`src/rtl/core/dwl_pkg.sv`:
```
// Shared types, codes and constants for the device ID whitelist check unit.
// No dependencies.
package dwl_pkg;

    localparam int TABLE_DEPTH_DEF = 16;
    localparam int ID_W            = 16;
    localparam int CLASS_W         = 8;
    localparam int ENTRY_W         = 2 * ID_W;
    localparam int VERDICT_W       = 3;
    localparam int CFG_IDX_W       = 2;
    localparam int CFG_DATA_W      = 8;

    localparam logic [ID_W-1:0]    VENDOR_ALL_ONES  = 16'hFFFF;
    localparam logic [ID_W-1:0]    VENDOR_ZERO      = 16'h0000;
    localparam logic [CLASS_W-1:0] EXEMPT_FIRST_RST = 8'h03;
    localparam logic [CLASS_W-1:0] EXEMPT_SECOND_RST = 8'h06;

    typedef enum logic {
        OP_INSERT = 1'b0,
        OP_CHECK  = 1'b1
    } t_op;

    typedef enum logic [CFG_IDX_W-1:0] {
        CFG_LOCKDOWN      = 2'd0,
        CFG_EXEMPT_FIRST  = 2'd1,
        CFG_EXEMPT_SECOND = 2'd2
    } t_cfg_idx;

    typedef enum logic [VERDICT_W-1:0] {
        VERDICT_STORED   = 3'd0,
        VERDICT_FULL     = 3'd1,
        VERDICT_DISABLED = 3'd2,
        VERDICT_VACANT   = 3'd3,
        VERDICT_EXEMPT   = 3'd4,
        VERDICT_MATCH    = 3'd5,
        VERDICT_UNAUTH   = 3'd6
    } t_verdict;

    typedef enum logic [1:0] {
        ST_IDLE,
        ST_SCAN,
        ST_DONE
    } t_state;

    typedef struct packed {
        logic               lockdown;
        logic [CLASS_W-1:0] exempt_first;
        logic [CLASS_W-1:0] exempt_second;
    } t_cfg;

    typedef struct packed {
        logic wr_en;
        logic rd_en;
    } t_tbl_ctl;

endpackage

```
`src/rtl/core/dwl_table.sv`:
```
// Whitelist table: one vendor/device pair per entry, one write and one read port.
// Depends on dwl_pkg.
module dwl_table #(
    parameter int TABLE_DEPTH = dwl_pkg::TABLE_DEPTH_DEF,
    localparam int IDX_W = (TABLE_DEPTH > 1) ? $clog2(TABLE_DEPTH) : 1
) (
    input  logic                         i_clk,
    input  dwl_pkg::t_tbl_ctl            i_ctl,
    input  logic [IDX_W-1:0]             i_wr_addr,
    input  logic [dwl_pkg::ENTRY_W-1:0]  i_wr_data,
    input  logic [IDX_W-1:0]             i_rd_addr,
    output logic [dwl_pkg::ENTRY_W-1:0]  o_rd_data
);
    import dwl_pkg::*;

    logic [ENTRY_W-1:0] r_mem [TABLE_DEPTH];
    logic [ENTRY_W-1:0] r_rd_data;

    always_ff @(posedge i_clk) begin
        if (i_ctl.wr_en) begin
            r_mem[i_wr_addr] <= i_wr_data;
        end
    end

    always_ff @(posedge i_clk) begin
        if (i_ctl.rd_en) begin
            r_rd_data <= r_mem[i_rd_addr];
        end
    end

    assign o_rd_data = r_rd_data;

endmodule

```
`src/rtl/core/dwl_ctrl.sv`:
```
// Sequencer for the whitelist check: decodes a transaction, steps one comparator
// over the table entries and holds the verdict in the output register.
// Depends on dwl_pkg.
module dwl_ctrl #(
    parameter int TABLE_DEPTH = dwl_pkg::TABLE_DEPTH_DEF,
    localparam int IDX_W = (TABLE_DEPTH > 1) ? $clog2(TABLE_DEPTH) : 1,
    localparam int CNT_W = $clog2(TABLE_DEPTH + 1)
) (
    input  logic                           i_clk,
    input  logic                           i_rst_n,
    input  logic                           i_in_valid,
    output logic                           o_in_ready,
    input  logic                           i_operation,
    input  logic [dwl_pkg::ID_W-1:0]       i_vendor_id,
    input  logic [dwl_pkg::ID_W-1:0]       i_device_id,
    input  logic [dwl_pkg::CLASS_W-1:0]    i_class_code,
    input  dwl_pkg::t_cfg                  i_cfg,
    output logic                           o_out_valid,
    input  logic                           i_out_ready,
    output logic [dwl_pkg::VERDICT_W-1:0]  o_verdict,
    output dwl_pkg::t_tbl_ctl              o_tbl,
    output logic [IDX_W-1:0]               o_wr_addr,
    output logic [dwl_pkg::ENTRY_W-1:0]    o_wr_data,
    output logic [IDX_W-1:0]               o_rd_addr,
    input  logic [dwl_pkg::ENTRY_W-1:0]    i_rd_data
);
    import dwl_pkg::*;

    localparam logic [CNT_W-1:0] DEPTH_C = CNT_W'(TABLE_DEPTH);
    localparam logic [CNT_W-1:0] ONE_C   = CNT_W'(1);
    localparam logic [CNT_W-1:0] ZERO_C  = '0;

    t_state            r_state, n_state;
    logic [CNT_W-1:0]  r_count, n_count;
    logic [CNT_W-1:0]  r_idx, n_idx;
    logic              r_cmp_vld, n_cmp_vld;
    logic              r_cmp_last, n_cmp_last;
    logic [ID_W-1:0]   r_vid, n_vid;
    logic [ID_W-1:0]   r_did, n_did;
    t_verdict          r_verdict, n_verdict;
    logic              r_out_valid, n_out_valid;
    t_verdict          r_out_verdict, n_out_verdict;

    logic accept;
    logic issue;
    logic hit;

    assign o_in_ready = (r_state == ST_IDLE);
    assign accept     = i_in_valid && o_in_ready;
    assign issue      = (r_state == ST_SCAN) && (r_idx < r_count);
    // Single shared comparator: registered table word against the held pair.
    assign hit        = r_cmp_vld && (i_rd_data == {r_vid, r_did});

    assign o_wr_addr  = r_count[IDX_W-1:0];
    assign o_wr_data  = {i_vendor_id, i_device_id};
    assign o_rd_addr  = r_idx[IDX_W-1:0];
    assign o_out_valid = r_out_valid;
    assign o_verdict   = r_out_verdict;

    always_comb begin
        n_state       = r_state;
        n_count       = r_count;
        n_idx         = r_idx;
        n_cmp_vld     = r_cmp_vld;
        n_cmp_last    = r_cmp_last;
        n_vid         = r_vid;
        n_did         = r_did;
        n_verdict     = r_verdict;
        n_out_valid   = r_out_valid;
        n_out_verdict = r_out_verdict;
        o_tbl.wr_en   = 1'b0;
        o_tbl.rd_en   = issue;

        if (r_out_valid && i_out_ready) begin
            n_out_valid = 1'b0;
        end

        case (r_state)
            ST_IDLE: begin
                if (accept) begin
                    n_vid     = i_vendor_id;
                    n_did     = i_device_id;
                    n_idx     = ZERO_C;
                    n_cmp_vld = 1'b0;
                    n_state   = ST_DONE;
                    if (t_op'(i_operation) == OP_INSERT) begin
                        if (r_count < DEPTH_C) begin
                            o_tbl.wr_en = 1'b1;
                            n_count     = r_count + ONE_C;
                            n_verdict   = VERDICT_STORED;
                        end else begin
                            n_verdict   = VERDICT_FULL;
                        end
                    end else if (!i_cfg.lockdown) begin
                        n_verdict = VERDICT_DISABLED;
                    end else if (i_vendor_id == VENDOR_ALL_ONES ||
                                 i_vendor_id == VENDOR_ZERO) begin
                        n_verdict = VERDICT_VACANT;
                    end else if (i_class_code == i_cfg.exempt_first ||
                                 i_class_code == i_cfg.exempt_second) begin
                        n_verdict = VERDICT_EXEMPT;
                    end else if (r_count == ZERO_C) begin
                        n_verdict = VERDICT_UNAUTH;
                    end else begin
                        n_state = ST_SCAN;
                    end
                end
            end
            ST_SCAN: begin
                // Issue one read per cycle; the compare lands in the following cycle.
                if (issue) begin
                    n_idx = r_idx + ONE_C;
                end
                n_cmp_vld  = issue;
                n_cmp_last = issue && ((r_idx + ONE_C) == r_count);
                if (hit) begin
                    n_verdict = VERDICT_MATCH;
                    n_state   = ST_DONE;
                end else if (r_cmp_vld && r_cmp_last) begin
                    n_verdict = VERDICT_UNAUTH;
                    n_state   = ST_DONE;
                end
            end
            ST_DONE: begin
                // Hold the verdict until the output register frees up.
                if (!r_out_valid || i_out_ready) begin
                    n_out_valid   = 1'b1;
                    n_out_verdict = r_verdict;
                    n_state       = ST_IDLE;
                end
            end
            default: begin
                n_state = ST_IDLE;
            end
        endcase
    end

    always_ff @(posedge i_clk) begin
        if (!i_rst_n) begin
            r_state     <= ST_IDLE;
            r_count     <= ZERO_C;
            r_cmp_vld   <= 1'b0;
            r_out_valid <= 1'b0;
        end else begin
            r_state     <= n_state;
            r_count     <= n_count;
            r_cmp_vld   <= n_cmp_vld;
            r_out_valid <= n_out_valid;
        end
    end

    always_ff @(posedge i_clk) begin
        r_idx         <= n_idx;
        r_cmp_last    <= n_cmp_last;
        r_vid         <= n_vid;
        r_did         <= n_did;
        r_verdict     <= n_verdict;
        r_out_verdict <= n_out_verdict;
    end

endmodule

```
`src/rtl/core/device_id_whitelist_check_unit.sv`:
```
// Device ID whitelist check unit: inserts and checks vendor/device ID pairs.
// Inserts and early verdicts go from accept straight to the done state; a table
// search first steps one comparator over the stored entries, reading one table
// entry per cycle through the single read port.
// One transaction in flight: the next is taken in the cycle after the result loads.
// Synchronous active-low reset empties the table and restores register defaults.
module device_id_whitelist_check_unit #(
    parameter int TABLE_DEPTH = dwl_pkg::TABLE_DEPTH_DEF
) (
    input  logic                              i_clk,
    input  logic                              i_rst_n,
    input  logic                              i_cfg_wr_en,
    input  logic [dwl_pkg::CFG_IDX_W-1:0]     i_cfg_index,
    input  logic [dwl_pkg::CFG_DATA_W-1:0]    i_cfg_data,
    input  logic                              i_in_valid,
    output logic                              o_in_ready,
    input  logic                              i_operation,
    input  logic [dwl_pkg::ID_W-1:0]          i_vendor_id,
    input  logic [dwl_pkg::ID_W-1:0]          i_device_id,
    input  logic [dwl_pkg::CLASS_W-1:0]       i_class_code,
    output logic                              o_out_valid,
    input  logic                              i_out_ready,
    output logic [dwl_pkg::VERDICT_W-1:0]     o_verdict
);
    import dwl_pkg::*;

    localparam int IDX_W = (TABLE_DEPTH > 1) ? $clog2(TABLE_DEPTH) : 1;

    t_cfg               r_cfg, n_cfg;
    t_tbl_ctl           tbl_ctl;
    logic [IDX_W-1:0]   wr_addr;
    logic [IDX_W-1:0]   rd_addr;
    logic [ENTRY_W-1:0] wr_data;
    logic [ENTRY_W-1:0] rd_data;

    always_comb begin
        n_cfg = r_cfg;
        if (i_cfg_wr_en) begin
            case (t_cfg_idx'(i_cfg_index))
                CFG_LOCKDOWN:      n_cfg.lockdown      = i_cfg_data[0];
                CFG_EXEMPT_FIRST:  n_cfg.exempt_first  = i_cfg_data[CLASS_W-1:0];
                CFG_EXEMPT_SECOND: n_cfg.exempt_second = i_cfg_data[CLASS_W-1:0];
                default:           n_cfg = r_cfg;
            endcase
        end
    end

    always_ff @(posedge i_clk) begin
        if (!i_rst_n) begin
            r_cfg.lockdown      <= 1'b1;
            r_cfg.exempt_first  <= EXEMPT_FIRST_RST;
            r_cfg.exempt_second <= EXEMPT_SECOND_RST;
        end else begin
            r_cfg <= n_cfg;
        end
    end

    dwl_ctrl #(
        .TABLE_DEPTH (TABLE_DEPTH)
    ) u_ctrl (
        .i_clk        (i_clk),
        .i_rst_n      (i_rst_n),
        .i_in_valid   (i_in_valid),
        .o_in_ready   (o_in_ready),
        .i_operation  (i_operation),
        .i_vendor_id  (i_vendor_id),
        .i_device_id  (i_device_id),
        .i_class_code (i_class_code),
        .i_cfg        (r_cfg),
        .o_out_valid  (o_out_valid),
        .i_out_ready  (i_out_ready),
        .o_verdict    (o_verdict),
        .o_tbl        (tbl_ctl),
        .o_wr_addr    (wr_addr),
        .o_wr_data    (wr_data),
        .o_rd_addr    (rd_addr),
        .i_rd_data    (rd_data)
    );

    dwl_table #(
        .TABLE_DEPTH (TABLE_DEPTH)
    ) u_table (
        .i_clk     (i_clk),
        .i_ctl     (tbl_ctl),
        .i_wr_addr (wr_addr),
        .i_wr_data (wr_data),
        .i_rd_addr (rd_addr),
        .o_rd_data (rd_data)
    );

endmodule

```
`config.mk`:
```
export PLATFORM = sky130hd
export DESIGN_NAME = device_id_whitelist_check_unit
export DESIGN_NICKNAME = d
export VERILOG_FILES = /design/src/rtl/core/dwl_pkg.sv /design/src/rtl/core/dwl_table.sv /design/src/rtl/core/dwl_ctrl.sv /design/src/rtl/core/device_id_whitelist_check_unit.sv
export SDC_FILE = /design/constraint.sdc
export NUM_CORES = 1
export LEC_CHECK = 0
export BUFFER_PORTS_ARGS = -buffer_cell sky130_fd_sc_hd__buf_2
export CAP_MARGIN = 20
export CORE_MARGIN = 2
export CORE_UTILIZATION = 50
export CTS_BUF_LIST = sky130_fd_sc_hd__clkbuf_2
export CTS_CLUSTER_DIAMETER = 80
export DETAILED_ROUTE_END_ITERATION = 10
export PLACE_DENSITY = 0.7
export SETUP_SLACK_MARGIN = 0.1
export SLEW_MARGIN = 0
export SYNTH_ARGS = -nofsm -noshare
export SYNTH_HDL_FRONTEND = slang
export SYNTH_HIERARCHICAL = 1
export SYNTH_SLANG_ARGS = --single-unit
export TNS_END_PERCENT = 100
```
`constraint.sdc`:
```
create_clock -name i_clk -period 8.45 [get_ports i_clk]
set_clock_uncertainty 0.05 [all_clocks]
set_input_delay 0.4225 -clock i_clk [delete_from_list [all_inputs] [get_ports i_clk]]
set_output_delay 0.4225 -clock i_clk [all_outputs]
set_load 0.02 [all_outputs]
```
==> results of run 1 <==
synthesized netlist by cell type (2+ instances only):
| cell | n | area (sq um) |
|---|---|---|
| edfxtp_1 | 588 | 17700 |
| mux4_2 | 128 | 2880 |
| a22oi_1 | 64 | 480 |
| nand2_1 | 59 | 221 |
| xnor2_1 | 51 | 447 |
| buf_4 | 50 | 375 |
| dfxtp_1 | 26 | 521 |
| nor2_1 | 21 | 78.8 |
| clkbuf_1 | 18 | 67.6 |
| mux2i_1 | 17 | 170 |
| nand4_1 | 16 | 100 |
| buf_2 | 11 | 55.1 |
| inv_1 | 11 | 41.3 |
| nor2b_1 | 11 | 68.8 |
| buf_1 | 10 | 37.5 |
| ha_1 | 8 | 100 |
| xor2_1 | 7 | 61.3 |
| nand3_1 | 6 | 30.0 |
| nor3_1 | 6 | 30.0 |
| nor4_1 | 6 | 37.5 |
| and2_1 | 5 | 31.3 |
| nand2b_1 | 5 | 31.3 |
| o21a_1 | 3 | 22.5 |
| o21ai_0 | 3 | 15.0 |
| a21boi_0 | 2 | 15.0 |
| a21boi_1 | 2 | 15.0 |
| a31oi_1 | 2 | 12.5 |
| and3b_1 | 2 | 17.5 |
| nand3b_1 | 2 | 15.0 |
| or4_1 | 2 | 15.0 |
metal layers:
layer	GRT usage, %	up-vias	wire length, um
li1	-	5305	-
met1	30.1	6472	21800
met2	34.7	528	25600
met3	6.85	70	4850
met4	8.52	0	1080
met5	0	-	0
flip-flops by register name, summed over array words and instances (netlist names):
register            count
u_ctrl/r_vid           16
u_ctrl/r_cmp_vld        1
u_ctrl/r_state          2
u_ctrl/r_cmp_last       1
u_ctrl/r_count          5
r_cfg                  17
u_ctrl/o_verdict        3
u_ctrl/o_out_valid      1
u_ctrl/r_idx            5
u_table/r_mem         512
u_table/o_rd_data      32
u_ctrl/r_did           16
u_ctrl/r_verdict        3
report_power, final:
| group | leakage, uW | switching, uW | internal, uW |
|---|---|---|---|
| logic | 0.00250 | 230 | 184 |
| clock network | 0.000961 | 1110 | 694 |
| registers | 0.00553 | 17.7 | 3370 |
tightest hold or removal path, cell delays in order:
cell,delay [ns]
dlygate4sd3_1,0.52
buf_2,0.16
nor3_4,0.09
nand4_1,0.11
a21boi_1,0.07
area by class of cell:
| type | count | area share, % |
|---|---|---|
| Sequential cell | 614 | 66.9 |
| Tap cell | 607 | 2.79 |
| Antenna cell | 3 | 0.0276 |
| Inverter | 11 | 0.152 |
| Clock buffer | 212 | 3.90 |
| Clock inverter | 29 | 0.539 |
| Multi-Input combinational cell | 444 | 19.1 |
| Timing Repair Buffer | 208 | 6.60 |
worst max-delay path by stage:
stage	from	to	slack [ns]	depth (start not counted)
finish	u_ctrl/r_idx[1]	u_table/o_rd_data[13]	5.06	5
CTS	u_ctrl/r_idx[1]	u_table/o_rd_data[13]	5.09	5
detailed placement	u_ctrl/r_idx[0]	u_table/o_rd_data[13]	5.04	5
global route	u_ctrl/r_idx[0]	u_table/o_rd_data[5]	4.90	5
floorplan	i_in_valid	u_table/r_mem[0][0]	4.12	4
global placement	u_ctrl/r_idx[0]	u_table/o_rd_data[13]	5.08	5
logic make-up (layout without fill, tap and decap cells):
| group | after synthesis | in the layout | synth area share, % |
|---|---|---|---|
| muxes | 145 | 145 | 12.8 |
| and+or+nand+nor | 153 | 153 | 3.36 |
| buffers and inverters | 102 | 460 | 2.49 |
| AOI/OAI and AO/OA | 80 | 80 | 2.51 |
| adders and majority gates | 8 | 8 | 0.420 |
| xor gates and xnor gates | 58 | 58 | 2.13 |
| other | 0 | 3 | 0 |
| DFF | 614 | 614 | 76.3 |
through the flow:
step / util [%] / instances
3_5_place_dp: 52.9 / 1762
2_1_floorplan: - / 1160
6_report: 58.1 / 2128
4_1_cts: 58.1 / 2125
3_3_place_gp: 52.7 / 1758
5_1_grt: 58.1 / 2127
placed cells by master, fill, tap and decap left out, types with 5 or more instances in the layout:
| cell | instances |
|---|---|
| xor2_1 | 7 |
| dfxtp_1 | 26 |
| nor4_1 | 6 |
| mux2i_1 | 17 |
| a22oi_1 | 64 |
| xnor2_1 | 51 |
| inv_2 | 6 |
| buf_4 | 21 |
| clkinv_1 | 18 |
| nand2b_1 | 5 |
| edfxtp_1 | 588 |
| buf_2 | 60 |
| nand2_1 | 59 |
| clkbuf_2 | 212 |
| nor2_1 | 8 |
| inv_1 | 11 |
| nand3_1 | 6 |
| dlygate4sd3_1 | 122 |
| ha_1 | 8 |
| mux4_2 | 128 |
| nor2b_1 | 9 |
| nor2_4 | 13 |
| nand4_1 | 16 |
==> impl_metrics.csv, run 1 <==
group,metric,value,unit
sta,setup_viol,0,
floorplanning,rows,79,
hold_path,whs_endpoint,"u_ctrl/r_count[4]",
grt,grt_pass1_wl,80100,um
hold_path,min_path_type,"in -> reg",
sta,max_freq,0.295,GHz
critical_path,worstPathArrival,4.32,ns
hold_path,holdPathStages,5,
floorplanning,fp.dieW,222,um
critical_path,cp.buffers_inverters,2,
placed_design,hpwlAfterDp,27600,um
critical_path,crit_top_cell,"buf_4",
logic_synthesis,ys_ff_latch,614,
logic_synthesis,mappedNetlistArea,23800,sq um
logic_synthesis,synth_warnings,6,
sta,holdWs,0.127,ns
logic_synthesis,postSynthCellCount,1160,
grt,gr-usage-all-layers,22.4,%
power,power.density,206,nW/um^2
cts,cts_tree,"yes",
grt,antenna_found_initial,2,
cts,root_buffer,"clkbuf_2",
critical_path,worstPathRequired,9.38,ns
grt,grt-ovfl-total,0,
critical_path,cp_slowest_cell,"buf_4",
logic_synthesis,synth_fp_nets,1224,
route,ant_nets,0,
sta,tns,0,ns
layout,final_cell_area,27200,sq um
placed_design,gp_congestion,0.770,
layout,nets,1493,
sta,slew_viol_final,0,
placed_design,dpl_cell_area,24700,sq um
cts,clock_sinks,614,
route,vias,12375,
layout,multi_input_area,5190,sq um
logic_synthesis,async_flop_share,0,%
floorplanning,initial_core_util,51.0,%
layout,regArea,18200,sq um
critical_path,startpoint_type,"flop",
route,dr.pass1.iters,5,
logic_synthesis,ys_seq_area_share,76.3,%
status,status,"finished, final reports clean",
power,p_leak,0.00899,uW
critical_path,r2r_slack,5.06,ns
critical_path,crit_path_max_fanout,68,
critical_path,end_kind,"flop",
layout,area_growth,14.1,%
layout,drive_above_1_share,30.7,%
cts,cts_hold_buf,122,
sta,fin_ws,5.06,ns
sta,tightestPinTransition,1.19,ns
power,vdd_drop_max,95.7,uV
critical_path,cpLargestDelayFamily,"buffers and inverters",
cts,clkLatencyLatePin,1.29,ns
layout,fillers,3454,
critical_path,reg2reg_depth,5,
cts,cts.clk_slew.worst_paths,0.10,ns
floorplanning,core-area,46800,sq um
route,routed_wl,53300,um
logic_synthesis,syn_area_per_cell,20.5,sq um
critical_path,crit_chain,"buf_4, buf_4, mux4_2, a22oi_1, nand2_1",
cts,clockBufferDepth,3,
route,wl_per_cell,25.1,um
sta,grt_setup_unrepaired,"false",
placed_design,dp_slack,5.04,ns
cts,cts_inserted_buffers,150,
critical_path,critPathKind,"reg -> reg",
logic_synthesis,synth_edf_count,588,
sta,period_minus_slack,3.39,ns
cts,h-tree-depth,4,
grt,grt_max_degree,89,
critical_path,worstReg2RegStart,"u_ctrl/r_idx[1]",
floorplanning,die_area,49400,sq um
hold_path,worstHoldStart,"i_operation",
route,drc_errors,0,
sta,fin_crit_sh,40.1,%
route,drtIter0Drc,1199,
run,maxCapViolations,0,
critical_path,r2r_end,"u_table/o_rd_data[13]",
cts,post_cts_buffers,0,
logic_synthesis,synth.distinct_cells,48,
cts,cts_resized,0,
critical_path,max_stage_delay,0.92,ns
sta,relSlewSlack,20.2,%
placed_design,io_buffer_count,60,
route,post_drt_via_cell_ratio,5.82,
logic_synthesis,ys.flop_type,"edfxtp_1",
sta,hold_viol_final,0,
floorplanning,die_y,222,um
power,finalPower,5610,uW
grt,grt_pass1_vias,13088,
floorplanning,ios,61,
Note: power is estimated with default switching activity, not from simulation.
==> run 2: changes to the inputs <==
- ABC_AREA: unset -> 1
- PLACE_DENSITY: 0.7 -> 0.73
- clock period: 8.45 -> 2.8 ns (I/O delays scaled with it)
==> impl_metrics.csv, run 2 <==
group,metric,value,unit
status,status,"finished, violations left",
floorplanning,initial_core_util,50.4,%
floorplanning,rows,85,
logic_synthesis,synth.largest_area_cell,"edfxtp_1",
power,vdd_drop_max,276,uV
sta,tightestPinTransition,0.922,ns
sta,max_freq,0.356,GHz
grt,grt_max_degree,90,
cts,h-tree-depth,4,
cts,cts_tree,"yes",
hold_path,whs_endpoint,"u_ctrl/o_out_valid",
critical_path,crit_path_max_fanout,3,
critical_path,cp.buffers_inverters,3,
critical_path,r2r_slack,-0.007,ns
power,p_leak,0.0133,uW
placed_design,hpwlAfterDp,35100,um
power,combPwrFrac,11.7,%
critical_path,critPathKind,"reg -> reg",
logic_synthesis,synth.area.top_cells,"edfxtp_1, nand2_1, nand3_1",
critical_path,crit_top_cell,"nand2_1",
layout,layout_commonest_cell,"nand2_1",
floorplanning,ios,61,
cts,clock_sinks,614,
grt,met3_usage,5.34,%
logic_synthesis,synthTopCellsByCount,"nand2_1, edfxtp_1, inv_1",
status,violations,"negative setup slack",
sta,hold_viol_final,0,
sta,slew_viol_final,0,
logic_synthesis,synth_edf_count,588,
critical_path,end_kind,"flop",
floorplanning,die_y,237,um
sta,holdWs,0.242,ns
critical_path,worstPathRequired,3.97,ns
route,drc_errors,0,
placed_design,io_buffer_count,60,
layout,regMostFlops,"u_table/r_mem",
hold_path,min_path_type,"in -> reg",
logic_synthesis,synth_top_area_share,65.2,%
route,drtIter0Drc,2123,
critical_path,path_depth,12,
floorplanning,fp.dieW,237,um
sta,setup_viol,1,
grt,antenna_found_initial,3,
layout,area_growth,13.7,%
critical_path,cp_slowest_cell,"dlygate4sd3_1",
logic_synthesis,ys_seq_area_share,67.2,%
power,power.density,592,nW/um^2
route,vias,19193,
grt,use_met1,30.0,%
sta,relSlewSlack,38.5,%
power,switching_share,27.2,%
logic_synthesis,syn_area_per_cell,10.4,sq um
layout,nets,2933,
sta,grt_setup_unrepaired,"true",
critical_path,crit_chain,"inv_1, nand2_1, nand3_1, nor2_1, dlygate4sd3_1, nand2_1, nand2_1, nor2_2, a21oi_1, nand3_1, a21oi_2, dlygate4sd3_1",
critical_path,cpLargestDelayFamily,"buffers and inverters",
layout,final_cell_mix,"nand2_1, edfxtp_1, inv_1",
placed_design,gp_congestion,0.826,
logic_synthesis,ys.flop_type,"edfxtp_1",
grt,grt-ovfl-total,0,
run,maxCapViolations,0,
sta,fin_crit_sh,100,%
cts,cts.clk_slew.worst_paths,0.13,ns
floorplanning,die_area,56000,sq um
logic_synthesis,synth.distinct_cells,39,
floorplanning,core-area,53700,sq um
logic_synthesis,mappedNetlistArea,27100,sq um
logic_synthesis,postSynthCellCount,2609,
route,post_drt_via_cell_ratio,5.23,
layout,largest_reg_flops,512,
logic_synthesis,async_flop_share,0,%
grt,gr-usage-all-layers,23.9,%
route,dr.pass1.iters,6,
route,ant_nets,0,
critical_path,worstReg2RegStart,"r_cfg[10]",
layout,regArea,18200,sq um
layout,fin_util,57.3,%
grt,grt_pass1_vias,19196,
power,internal-power,13300,uW
power,power_frac_seq,56.7,%
cts,root_buffer,"clkbuf_2",
critical_path,max_stage_delay,0.58,ns
sta,fin_ws,-0.00726,ns
route,routed_wl,65900,um
route,wl_per_cell,18.0,um
critical_path,startpoint_type,"flop",
critical_path,r2r_end,"u_ctrl/r_state[1]",
hold_path,holdPathStages,6,
logic_synthesis,synth_fp_nets,2673,
logic_synthesis,synth_most_common_cell,"nand2_1",
layout,multi_input_area,6230,sq um
grt,grt_pass1_wl,102000,um
layout,drive_above_1_share,13.3,%
sta,period_minus_slack,2.81,ns
power,power_frac_clock,31.6,%
critical_path,startpoint,"r_cfg[10]",
hold_path,worstHoldStart,"i_out_ready",
grt,gr-usage-met2,38.6,%
cts,cts_inserted_buffers,149,
critical_path,worstPathArrival,3.97,ns
critical_path,reg2reg_depth,12,
layout,fillers,4376,
cts,clockBufferDepth,3,
grt,top_usage_layer,"met2",
logic_synthesis,ys_ff_latch,614,
cts,clkLatencyLatePin,1.29,ns
power,switchingPower,4950,uW
logic_synthesis,synth_warnings,6,
-- run 2: cell types whose count changed after synthesis, sizes merged, moves of 10 or more --
cell   previous run  this run
nor2             21        94
a21oi             0        10
mux4            128         0
buf              72       136
mux2i            17         0
inv              11       468
nand2            60       785
nand3             6       407
xnor2            51        18
nor2b            11         0
a22oi            64         0
-- run 2: per-layer routing --
layer / wire (um) / part of all wire [%]
met5: 0 / 0
met3: 5280 / 8.0
met2: 31800 / 48
met4: 2760 / 4.2
met1: 26100 / 40
-- run 2: area by class of cell --
type | count | share of cell area (%)
antenna | 5 | 0.0407
clock buffer | 215 | 3.50
clock inverter | 36 | 0.728
inverter | 468 | 5.74
multi-input combinational | 1376 | 20.3
sequential | 614 | 59.1
tap | 696 | 2.83
timing repair buffer | 260 | 7.79
-- run 2: worst max path at each step --
stage	to	slack [ns]
6_report	u_ctrl/r_state[1]	-0.007
5_1_grt	u_ctrl/r_state[1]	0.006
4_1_cts	u_ctrl/r_state[0]	0.20
3_5_place_dp	u_table/r_mem[4][3]	0.32
3_3_place_gp	u_table/r_mem[4][6]	0.36
2_1_floorplan	u_table/r_mem[10][0]	-0.15
-- run 2: worst register-to-register path, cell delays in order, from the launching register on --
cell	delay [ns]
dfxtp_1	0.41
inv_1	0.07
nand2_1	0.09
nand3_1	0.14
nor2_1	0.18
dlygate4sd3_1	0.58
nand2_1	0.09
nand2_1	0.10
nor2_2	0.05
a21oi_1	0.13
nand3_1	0.13
a21oi_2	0.15
dlygate4sd3_1	0.55
-- run 2: stage by stage --
| step | cell area, sq um | std cells | total power [uW] | worst slack, ns | TNS, ns |
|---|---|---|---|---|---|
| 6_report | 30800 | 3670 | 18200 | -0.00726 | -0.00726 |
| 5_1_grt | 30800 | 3668 | 19100 | 0.00617 | 0 |
| 4_1_cts | 30700 | 3664 | 18300 | 0.195 | 0 |
| 3_5_place_dp | 27900 | 3266 | 12400 | 0.323 | 0 |
| 3_3_place_gp | 27900 | 3266 | 12400 | 0.363 | 0 |
| 2_1_floorplan | 27200 | 2609 | 11900 | -0.146 | -37.07 |
-- run 2: cell families (layout without fill, tap and decap cells) --
kind of cell,Yosys count,in the layout,share of synthesized area [%]
compound gates,29,29,0.610
xor+xnor,26,26,0.842
fa+ha+maj,8,8,0.370
buf+inv,619,979,10.4
flops,614,614,67.2
other cells,0,5,0
simple gates,1313,1313,20.6
-- run 2: power by group through the flow --
stage | clock [uW] | combinational, uW | sequential [uW]
3_5_place_dp | 0 | 1910 | 10500
5_1_grt | 6390 | 2350 | 10300
3_3_place_gp | 0 | 1860 | 10500
4_1_cts | 5890 | 2080 | 10300
6_report | 5750 | 2140 | 10300
2_1_floorplan | 0 | 1430 | 10500
-- run 2: timing repair --
action | in CTS | in global routing
setup buffers | 0 | 1
gates resized for setup | 0 | 12
endpoints found under the hold margin | 1128 | 3
hold buffers | 147 | 1
setup endpoints to repair | 0 | 4
==> run 3: changes to the inputs <==
- CORE_UTILIZATION: 50 -> 58
- PLACE_DENSITY: 0.73 -> 0.82
==> impl_metrics.csv, run 3 (synthesized netlist as in run 2, its figures left out) <==
group,metric,value,unit
power,power.density,594,nW/um^2
floorplanning,initial_core_util,58.5,%
critical_path,crit_end,"u_ctrl/r_verdict[1]",
cts,clock_sinks,614,
route,wl_per_cell,19.3,um
sta,period_minus_slack,2.89,ns
critical_path,worstReg2RegStart,"r_cfg[14]",
placed_design,hpwlAfterDp,35600,um
critical_path,startpoint,"r_cfg[14]",
layout,drive_above_1_share,13.2,%
critical_path,reg2reg_depth,8,
cts,root_buffer,"clkbuf_2",
route,routed_wl,68800,um
sta,slew_viol_final,0,
cts,cts_inserted_buffers,150,
sta,hold_viol_final,1,
floorplanning,fp.dieW,220,um
grt,grt_max_degree,107,
sta,fin_ws,-0.0950,ns
route,vias,19801,
sta,relSlewSlack,41.9,%
layout,final_cell_mix,"nand2_1, edfxtp_1, inv_1",
sta,fin_crit_sh,103,%
critical_path,crit_path_max_fanout,2,
cts,h-tree-depth,4,
route,post_drt_via_cell_ratio,5.54,
grt,grt_pass1_wl,105000,um
hold_path,min_path_type,"in -> reg",
status,violations,"negative hold slack, negative setup slack",
cts,clockBufferDepth,3,
sta,setup_viol,1,
sta,max_freq,0.345,GHz
power,finalPower,18100,uW
status,status,"finished, violations left",
layout,largest_reg_flops,512,
placed_design,placed_cells,3174,
critical_path,r2r_end,"u_ctrl/r_verdict[1]",
grt,gr-usage-all-layers,28.6,%
hold_path,holdPathStages,12,
layout,regMostFlops,"u_table/r_mem",
grt,antenna_found_initial,2,
run,maxCapViolations,0,
grt,grt_pass1_vias,20185,
critical_path,critPathKind,"reg -> reg",
critical_path,worstPathArrival,3.66,ns
route,drtIter0Drc,2387,
floorplanning,ios,61,
layout,layout_commonest_cell,"nand2_1",
placed_design,gp_congestion,0.845,
layout,final_cell_area,30500,sq um
grt,grt-ovfl-total,0,
layout,nets,2916,
floorplanning,die_area,48400,sq um
critical_path,worstPathRequired,3.56,ns
critical_path,end_kind,"flop",
floorplanning,core-area,46300,sq um
floorplanning,die_y,220,um
sta,tns,-0.0950,ns
layout,layout.cells.non_filler,3571,
sta,tightestPinTransition,0.870,ns
critical_path,r2r_slack,-0.09,ns
layout,area_growth,12.5,%
cts,cts.clk_slew.worst_paths,0.11,ns
critical_path,startpoint_type,"flop",
route,dr.pass1.iters,6,
route,ant_nets,0,
sta,holdWs,-0.0119,ns
placed_design,io_buffer_count,60,
placed_design,dpl_cell_area,27800,sq um
layout,fillers,3232,
route,drc_errors,0,
cts,clkLatencyLatePin,1.07,ns
cts,cts_tree,"yes",
power,vdd_drop_max,543,uV
power,p_leak,0.0132,uW
floorplanning,rows,79,
-- run 3: cell types whose count changed in the layout (fill, tap and decap cells not counted), sizes merged --
cell,change
clkinv,+17
clkbuf,-3
dlygate4sd3,-21
diode,-4
bufinv,-2
dlymetal6s4s,-1
buf,+4
-- run 3: worst max-delay path, cell delays in order, from the launching register on --
cell	delay, ns
dfxtp_1	0.38
xnor2_2	0.32
nand2_1	0.11
dlygate4sd3_1	0.63
nor2_2	0.23
nand2_1	0.10
dlygate4sd3_1	0.59
a21oi_2	0.16
o31ai_1	0.08
-- run 3: final cells by class --
class	instances	area [sq um]	share of cell area [%]
diodes	1	2.50	0.00822
inverters	468	1760	5.79
clock buffers	212	1060	3.48
clock inverters	51	228	0.748
repair buffers	242	2240	7.35
well taps	607	759	2.49
multi-input cells	1376	6220	20.4
flip-flops and latches	614	18200	59.7
-- run 3: where the power goes --
part	internal [uW]	switching (uW)
logic	681	1470
registers	10200	87.1
clock network	2120	3490
-- run 3: worst min-delay path by stage --
stage          slack, ns                     to             from
2_1_floorplan       0.19      u_ctrl/r_count[4]          i_rst_n
3_3_place_gp        0.33              r_cfg[14]    i_cfg_data[6]
3_5_place_dp        0.33              r_cfg[14]    i_cfg_data[6]
4_1_cts            0.002              r_cfg[12]   i_cfg_index[0]
5_1_grt            0.006  u_table/r_mem[13][31]  i_vendor_id[15]
6_report           -0.01      u_ctrl/r_state[0]  i_class_code[0]
-- run 3: timing repair --
item,4_1_cts,5_1_grt
resized for setup,0,8
buffers inserted,0,7
setup endpoints to repair,0,15
endpoints found under the hold margin,937,2
hold buffers,123,4
-- run 3: metal layers --
layer / global-route usage [%] / up-vias / part of all wire, %
li1: - / 8970 / -
met1: 35.2 / 9271 / 35
met2: 46.5 / 1255 / 49
met3: 6.46 / 303 / 10
met4: 16.6 / 2 / 5.1
met5: 0 / - / 0.019
-- run 3: metrics by stage --
stage / setup slack [ns] / utilization (%)
2_1_floorplan: -0.146 / -
3_3_place_gp: 0.406 / 60.1
3_5_place_dp: 0.366 / 60.1
4_1_cts: 0.106 / 65.6
5_1_grt: -0.137 / 65.8
6_report: -0.0950 / 65.8
